--- config.mk ---
export PLATFORM = sky130hd
export DESIGN_NAME = rainbow_strip_frame_generator
export DESIGN_NICKNAME = d
export VERILOG_FILES = /design/src/rtl/core/rsfg_pkg.sv /design/src/rtl/core/rainbow_strip_frame_generator.sv
export VERILOG_INCLUDE_DIRS = /design/src /design/src/rtl/core
export SDC_FILE = /design/constraint.sdc
export NUM_CORES = 1
export LEC_CHECK = 0
export BUFFER_PORTS_ARGS = -buffer_cell sky130_fd_sc_hd__buf_4
export CORE_AREA = 2 2 123 125
export DETAILED_ROUTE_END_ITERATION = 12
export DIE_AREA = 0 0 125 127
export PLACE_DENSITY_LB_ADDON = 0.3
export SLEW_MARGIN = 15
export SYNTH_ARGS = -nofsm -noshare
export SYNTH_HDL_FRONTEND = slang
export SYNTH_SLANG_ARGS = --single-unit
--- constraint.sdc ---
create_clock -name clock -period 6.4 [get_ports clock]
set_input_delay 1.92 -clock clock [delete_from_list [all_inputs] [get_ports clock]]
set_output_delay 1.92 -clock clock [all_outputs]
set_load 0.02 [all_outputs]
--- src/rtl/core/rainbow_strip_frame_generator_assert.svh ---
// Assertion macros used by the rainbow strip frame generator RTL.
`ifndef RAINBOW_STRIP_FRAME_GENERATOR_ASSERT_SVH
`define RAINBOW_STRIP_FRAME_GENERATOR_ASSERT_SVH

// Condition must hold in the same cycle as the trigger.
`define RSFG_ASSERT_SAME(label, clk, rst, trig, cond, msg) \
   label: assert property (@(posedge clk) disable iff (rst) (trig) |-> (cond)) \
      else $error(msg);

// Condition must hold in the cycle after the trigger.
`define RSFG_ASSERT_NEXT(label, clk, rst, trig, cond, msg) \
   label: assert property (@(posedge clk) disable iff (rst) (trig) |=> (cond)) \
      else $error(msg);

`endif

--- src/rtl/core/rsfg_pkg.sv ---
// Package with the constants, types and color wheel function of the rainbow strip generator.
package rsfg_pkg;

   localparam int MAX_PIXELS_DEFAULT = 16;
   localparam int PIXEL_COUNT_W      = 5;
   localparam int SPREAD_W           = 8;
   localparam int PHASE_W            = 11;
   localparam int LEVEL_W            = 5;
   localparam int INDEX_W            = 4;
   localparam int REQ_DATA_W         = 8;
   localparam int RSP_DATA_W         = 24;

   localparam logic [PIXEL_COUNT_W-1:0] PIXEL_COUNT_RESET = 5'd14;
   localparam logic [PHASE_W-1:0]       PHASE_WRAP        = 11'd1280;
   localparam logic [7:0]               SEGMENT_ONE       = 8'd85;
   localparam logic [7:0]               SEGMENT_TWO       = 8'd170;
   localparam logic [7:0]               FULL_SCALE        = 8'd255;

   typedef struct packed {
      logic [LEVEL_W-1:0] red;
      logic [LEVEL_W-1:0] green;
      logic [LEVEL_W-1:0] blue;
   } color_type;

   // Maps a hue onto the three-segment wheel and keeps the top five bits of each channel.
   function automatic color_type color_wheel(input logic [7:0] hue);
      logic [7:0] w;
      logic [7:0] off;
      logic [9:0] triple;
      logic [7:0] rising;
      logic [7:0] falling;
      color_type  c;
      w = FULL_SCALE - hue;
      if (w < SEGMENT_ONE) begin
         off = w;
      end else if (w < SEGMENT_TWO) begin
         off = w - SEGMENT_ONE;
      end else begin
         off = w - SEGMENT_TWO;
      end
      triple  = {2'b00, off} + {1'b0, off, 1'b0};
      rising  = triple[7:0];
      falling = FULL_SCALE - rising;
      if (w < SEGMENT_ONE) begin
         c.red   = falling[7:3];
         c.green = '0;
         c.blue  = rising[7:3];
      end else if (w < SEGMENT_TWO) begin
         c.red   = '0;
         c.green = rising[7:3];
         c.blue  = falling[7:3];
      end else begin
         c.red   = rising[7:3];
         c.green = falling[7:3];
         c.blue  = '0;
      end
      return c;
   endfunction

endpackage

--- src/rtl/core/rainbow_strip_frame_generator.sv ---
// Rainbow strip frame generator: one frame request in, one colored pixel out per strip position.
// Each pixel is computed one quotient bit per cycle by the shared restoring divider, then the
// wheel mapping is loaded into the output register once the output is free (not stalled).
// The first pixel is registered after the divider steps that follow the request transaction,
// and the next request is taken once the last pixel of the frame is loaded.
// Synchronous reset clears phase, sequencer, valid; pixel count is 14.
`include "rainbow_strip_frame_generator_assert.svh"

module rainbow_strip_frame_generator #(
   parameter int MAX_PIXELS = rsfg_pkg::MAX_PIXELS_DEFAULT
) (
   input  logic                            clock,
   input  logic                            reset,
   input  logic                            csr_valid,
   output logic                            csr_ready,
   input  logic [rsfg_pkg::PIXEL_COUNT_W-1:0] csr_data,
   input  logic                            req_tvalid,
   output logic                            req_tready,
   input  logic [rsfg_pkg::REQ_DATA_W-1:0] req_tdata,  // [7:0] spread
   output logic                            rsp_tvalid,
   input  logic                            rsp_tready,
   output logic [rsfg_pkg::RSP_DATA_W-1:0] rsp_tdata,  // [3:0] pixel_index, [8:4] blue_level,
                                                       // [13:9] green_level, [18:14] red_level
   output logic                            rsp_tlast   // last_pixel
);

   localparam int CNT_W  = (MAX_PIXELS > 1) ? $clog2(MAX_PIXELS) : 1;
   localparam int CNT1_W = (MAX_PIXELS > 1) ? $clog2(MAX_PIXELS + 1) : 1;
   localparam int CMP_W  = (CNT1_W > rsfg_pkg::PIXEL_COUNT_W) ? CNT1_W : rsfg_pkg::PIXEL_COUNT_W;
   localparam int NUM_W  = CNT_W + 8;
   localparam int STEP_W = $clog2(NUM_W);
   localparam int IDXX_W = CNT_W + rsfg_pkg::INDEX_W;

   localparam logic [1:0] ST_IDLE   = 2'd0;
   localparam logic [1:0] ST_DIVIDE = 2'd1;
   localparam logic [1:0] ST_MAP    = 2'd2;

   logic [1:0]                          state_ff, state_in;
   logic [rsfg_pkg::PIXEL_COUNT_W-1:0]  pixel_count_ff, pixel_count_in;
   logic [rsfg_pkg::PHASE_W-1:0]        phase_ff, phase_in;
   logic [7:0]                          spread_ff, spread_in;
   logic [CNT1_W-1:0]                   count_ff, count_in;
   logic [CNT_W-1:0]                    pixel_ff, pixel_in;
   logic [NUM_W-1:0]                    dividend_ff, dividend_in;
   logic [7:0]                          rem_ff, rem_in;
   logic [7:0]                          quo_ff, quo_in;
   logic [STEP_W-1:0]                   step_ff, step_in;
   logic [7:0]                          hue_ff, hue_in;
   logic                                rsp_valid_ff, rsp_valid_in;
   logic [rsfg_pkg::RSP_DATA_W-1:0]     rsp_data_ff, rsp_data_in;
   logic                                rsp_last_ff, rsp_last_in;

   logic                                req_accept;
   logic [CMP_W-1:0]                    count_cmp;
   logic [CNT1_W-1:0]                   count_sat;
   logic [rsfg_pkg::PHASE_W-1:0]        phase_inc;
   logic [8:0]                          rem_shift;
   logic [8:0]                          rem_diff;
   logic                                quo_bit;
   logic [7:0]                          quo_next;
   logic                                out_free;
   logic                                out_load;
   logic                                pixel_last;
   logic [IDXX_W-1:0]                   pixel_ext;
   rsfg_pkg::color_type                 color;

   assign csr_ready  = 1'b1;
   assign req_tready = (state_ff == ST_IDLE);
   assign req_accept = req_tvalid & req_tready;
   assign rsp_tvalid = rsp_valid_ff;
   assign rsp_tdata  = rsp_data_ff;
   assign rsp_tlast  = rsp_last_ff;

   assign count_cmp = CMP_W'(pixel_count_ff);
   assign count_sat = (count_cmp > CMP_W'(MAX_PIXELS)) ? CNT1_W'(MAX_PIXELS)
                                                       : CNT1_W'(count_cmp);
   assign phase_inc = phase_ff + rsfg_pkg::PHASE_W'(1);

   // One restoring division step per cycle; only the low eight quotient bits matter for the hue.
   assign rem_shift = {rem_ff, dividend_ff[NUM_W-1]};
   assign rem_diff  = rem_shift - {1'b0, spread_ff};
   assign quo_bit   = (rem_shift >= {1'b0, spread_ff});
   assign quo_next  = {quo_ff[6:0], quo_bit};

   assign out_free   = !rsp_valid_ff || rsp_tready;
   assign out_load   = (state_ff == ST_MAP) && out_free;
   assign pixel_last = ((CNT1_W'(pixel_ff) + CNT1_W'(1)) == count_ff);
   assign pixel_ext  = IDXX_W'(pixel_ff);
   assign color      = rsfg_pkg::color_wheel(hue_ff);

   always_comb begin
      state_in       = state_ff;
      pixel_count_in = pixel_count_ff;
      phase_in       = phase_ff;
      spread_in      = spread_ff;
      count_in       = count_ff;
      pixel_in       = pixel_ff;
      dividend_in    = dividend_ff;
      rem_in         = rem_ff;
      quo_in         = quo_ff;
      step_in        = step_ff;
      hue_in         = hue_ff;
      rsp_data_in    = rsp_data_ff;
      rsp_last_in    = rsp_last_ff;
      rsp_valid_in   = rsp_tready ? 1'b0 : rsp_valid_ff;

      if (csr_valid && csr_ready) begin
         pixel_count_in = csr_data;
      end

      case (state_ff)
         ST_IDLE: begin
            if (req_accept) begin
               spread_in   = (req_tdata[7:0] == 8'd0) ? 8'd1 : req_tdata[7:0];
               phase_in    = (phase_inc == rsfg_pkg::PHASE_WRAP) ? '0 : phase_inc;
               count_in    = count_sat;
               pixel_in    = '0;
               dividend_in = '0;
               rem_in      = '0;
               quo_in      = '0;
               step_in     = '0;
               if (count_sat != '0) begin
                  state_in = ST_DIVIDE;
               end
            end
         end
         ST_DIVIDE: begin
            dividend_in = {dividend_ff[NUM_W-2:0], 1'b0};
            rem_in      = quo_bit ? rem_diff[7:0] : rem_shift[7:0];
            quo_in      = quo_next;
            step_in     = step_ff + STEP_W'(1);
            if (step_ff == STEP_W'(NUM_W - 1)) begin
               hue_in   = quo_next + phase_ff[7:0];
               state_in = ST_MAP;
            end
         end
         ST_MAP: begin
            if (out_load) begin
               rsp_valid_in = 1'b1;
               rsp_last_in  = pixel_last;
               rsp_data_in  = {5'b00000, color.red, color.green, color.blue,
                               pixel_ext[rsfg_pkg::INDEX_W-1:0]};
               if (pixel_last) begin
                  state_in = ST_IDLE;
               end else begin
                  pixel_in    = pixel_ff + CNT_W'(1);
                  dividend_in = {pixel_ff + CNT_W'(1), 8'h00};
                  rem_in      = '0;
                  quo_in      = '0;
                  step_in     = '0;
                  state_in    = ST_DIVIDE;
               end
            end
         end
         default: begin
            state_in = ST_IDLE;
         end
      endcase
   end

   always_ff @(posedge clock) begin
      if (reset) begin
         state_ff       <= ST_IDLE;
         pixel_count_ff <= rsfg_pkg::PIXEL_COUNT_RESET;
         phase_ff       <= '0;
         rsp_valid_ff   <= 1'b0;
      end else begin
         state_ff       <= state_in;
         pixel_count_ff <= pixel_count_in;
         phase_ff       <= phase_in;
         rsp_valid_ff   <= rsp_valid_in;
      end
   end

   always_ff @(posedge clock) begin
      spread_ff   <= spread_in;
      count_ff    <= count_in;
      pixel_ff    <= pixel_in;
      dividend_ff <= dividend_in;
      rem_ff      <= rem_in;
      quo_ff      <= quo_in;
      step_ff     <= step_in;
      hue_ff      <= hue_in;
      rsp_data_ff <= rsp_data_in;
      rsp_last_ff <= rsp_last_in;
   end

   `RSFG_ASSERT_SAME(a_phase_range, clock, reset, 1'b1, phase_ff < rsfg_pkg::PHASE_WRAP,
                     "phase counter left its range")
   `RSFG_ASSERT_SAME(a_pixel_in_frame, clock, reset, state_ff != ST_IDLE,
                     CNT1_W'(pixel_ff) < count_ff, "pixel position beyond the frame length")
   `RSFG_ASSERT_NEXT(a_last_returns_idle, clock, reset, out_load && pixel_last,
                     state_ff == ST_IDLE, "sequencer did not return to idle after the last pixel")
   `RSFG_ASSERT_NEXT(a_start_divide, clock, reset, req_accept && (count_sat != '0),
                     state_ff == ST_DIVIDE, "frame request did not start the divider")

endmodule

==> results.yml <==
timing:
  rsz0062_at_grt: "false"
  drv_slew: 0
  finClkSkew_ps: 10.5
  setup_viol: 0
  worst_slew_pin_slew_ps: 790
  max_slew_margin_pct: 47.1
  hold_violations: 0
  fin_tns_setup_ps: 0
  fmax_mhz: 227
  layout_min_cycle_time_ps: 4410
  finalCritPeriodShare_pct: 68.9
status:
  status: "finished, final reports clean"
critical_path:
  ff2ff_path_depth: 16
  critPathKind: "register to register"
  cp-end-kind: "register"
  worstPathRequired_ps: 6500
  worstPathArrival_ps: 4510
  max_stage_delay_ps: 520
  startpoint_type: "register"
  crit_fanout: 11
  crit_top_cell: "a21oi_1"
  cp_slowest_cell: "edfxtp_1"
  cp_cell_sequence: "a211oi_1 > or2_1 > and2_1 > clkinv_1 > a21oi_1 > nor2_1 > xnor2_1 > ha_1 > a21o_1 > a21oi_1 > o21ai_0 > a21oi_1 > o31ai_2 > xnor2_1 > ha_1 > and2_1"
cells_and_area:
  layout-area-overhead-vs-synth_pct: 15.5
  layout.cells.non_filler: 687
  fin_nets: 556
  n_antenna_cell: 0
  drive_gt1_share_pct: 14.5
die:
  core_area_mm2: 0.0144
  die_x_um: 125
  io_pins: 46
  num_rows: 44
  die_h_um: 127
  die_area_mm2: 0.0159
  start_util_pct: 34.6
synth:
  netlist_area_mm2: 0.00500
  ys_types: 61
  syn_inst: 468
  synthArstFlopShare_pct: 0
  ys_ff_latch: 87
  avgSynthCellArea_um2: 10.7
  synth.yosys.seq_area_share_pct: 48.5
  synth_ff_type: "edfxtp_1"
  synth_edf_count: 68
  yosysWarnings: 0
cts:
  cts_made_buffers: 9
  clock_latency_ps: 340
  clkTransAtPathRegs_ps: 70
  root_buffer: "clkbuf_16"
  cts_buffer_depth: 2
  cts.sinks: 87
  htree_num_levels: 3
  cts_tree: "done"
  holdBufCountCts: 0
  cts_resized: 0
  post_cts_buffers: 0
placement:
  place_hpwl_um: 6930
  io_buffers: 39
  dp.cells: 671
  gp_congestion: 0.861
global_routing:
  gr-total-overflow: 0
  grt_pass1_wl_um: 15800
  grt_max_degree: 24
  antenna_found_initial: 0
  first_global_vias: 3400
  grt_usage_pct: 12.2
drt:
  postRouteAntennaNets: 0
  vias: 3476
  wirelength_um: 9370
  routedWlPerCell_um: 13.6
  via_per_inst: 5.06
  drt_first_pass_iters: 4
  drt_iter0_drc: 127
  drcViolationCount: 0
power_and_ir_drop:
  ir_drop_uv: 131
  p_per_area_mw_per_mm2: 281
  total_leakage_power_nw: 2.31
min_path:
  timing.hold.worst_path_depth: 0
  hold_class: "register to register"
job:
  cap_violations: 0
## routing by layer
metal | GRT usage, % | vias up | wire (µm)
li1 | - | 1731 | -
met1 | 15.1 | 1641 | 4340
met2 | 20.0 | 90 | 4390
met3 | 2.89 | 14 | 439
met4 | 6.21 | 0 | 196
met5 | 0 | - | 0
## state kept, by name, indices dropped and copies added (netlist names), 5 cells and up
signal	count
rsp_tdata	19
phase_ff	11
hue_ff	8
rem_ff	8
spread_ff	8
quo_ff	7
count_cmp	5
count_ff	5
## layout by cell type, fill, tap and decap left out, types with 6 or more instances in the layout
master,netlist,routed
nor2b_1,15,15
nor2_1,39,38
conb_1,2,6
xnor2_1,16,16
inv_1,26,26
nand4_1,6,6
nand3_1,7,7
mux2i_1,8,8
buf_4,7,40
dfxtp_1,19,19
xor2_1,12,12
edfxtp_1,68,68
ha_1,38,38
clkbuf_16,0,9
and2_1,16,16
a21oi_1,27,27
a211oi_1,9,9
nand2_1,27,27
nor3_1,10,9
o21ai_0,19,19
a21o_1,9,9
## synthesized netlist by cell type, types with 3 or more instances
master / count / area [µm²]
nand2_1: 27 / 101
nor4_1: 4 / 25.0
a21oi_1: 27 / 135
mux2i_1: 8 / 80.1
a211o_1: 5 / 43.8
and3_1: 5 / 31.3
buf_2: 3 / 15.0
o21ai_0: 19 / 95.1
o21a_1: 5 / 37.5
inv_1: 26 / 97.6
xor2_1: 12 / 105
nand3_1: 7 / 35.0
xnor2_1: 16 / 140
edfxtp_1: 68 / 2040
nand2b_1: 4 / 25.0
ha_1: 38 / 475
nor2b_1: 15 / 93.8
a21o_1: 9 / 67.6
and2_1: 16 / 100
clkbuf_1: 13 / 48.8
a31oi_1: 3 / 18.8
buf_4: 7 / 52.6
nor3_1: 10 / 50.1
a211oi_1: 9 / 67.6
o21ai_1: 4 / 20.0
nand4_1: 6 / 37.5
dfxtp_1: 19 / 380
nor2_1: 39 / 146
## critical path: cells and delay by family (launching register included)
family / cells / cell delay [ps]
buf+inv: 1 / 350
xor+xnor: 2 / 510
flops: 1 / 520
compound gates: 7 / 1370
simple gates: 4 / 780
fa+ha+maj: 2 / 610
## cell type report
cell class / count / area (µm²)
Clock buffer: 11 / 243
Clock inverter: 5 / 104
Fill cell: 1409 / 8650
Inverter: 28 / 105
Multi-Input combinational cell: 332 / 2360
Sequential cell: 87 / 2420
Tap cell: 184 / 230
Timing Repair Buffer: 40 / 300
## worst paths after layout
path | from | to | slack, ps
worst min-delay path | pixel_ff[1] | rsp_tdata[1] | 490
worst max register to register | hue_ff[1] | rsp_tdata[13] | 1990
worst max-delay path | hue_ff[1] | rsp_tdata[13] | 1990
worst min register to register | pixel_ff[1] | rsp_tdata[1] | 490
## stage by stage
step | utilization [%] | worst slack, ps | total power, mW | area, µm² | hold slack (ps)
finish | 40.0 | 1990 | 1.62 | 5770 | 494
global route | 40.0 | 1540 | 1.70 | 5770 | 517
CTS | 39.9 | 1930 | 1.63 | 5760 | 493
detailed placement | 37.5 | 1940 | 1.03 | 5410 | 478
global placement | 37.5 | 2200 | 1.02 | 5410 | 487
floorplan | - | 2630 | 0.958 | 5010 | 455
## report_power, final
part           internal [mW]  switching (mW)  leakage [nW]
Sequential             0.677          0.0345         0.819
Combinational          0.130           0.173          1.32
Clock                  0.393           0.214         0.170
## kinds of logic (layout without fill, tap and decap cells)
logic type	count (synthesis)	count (layout)	synth area share, %
DFF	87	87	48.5
adders and majority gates	40	40	10.3
and+or+nand+nor	144	144	14.6
muxes	10	10	2.05
AOI/OAI and AO/OA	102	102	14.1
other	2	6	0.150
buffers and inverters	53	84	4.73
xor gates and xnor gates	30	30	5.56
(Power assumes the default switching activity.)
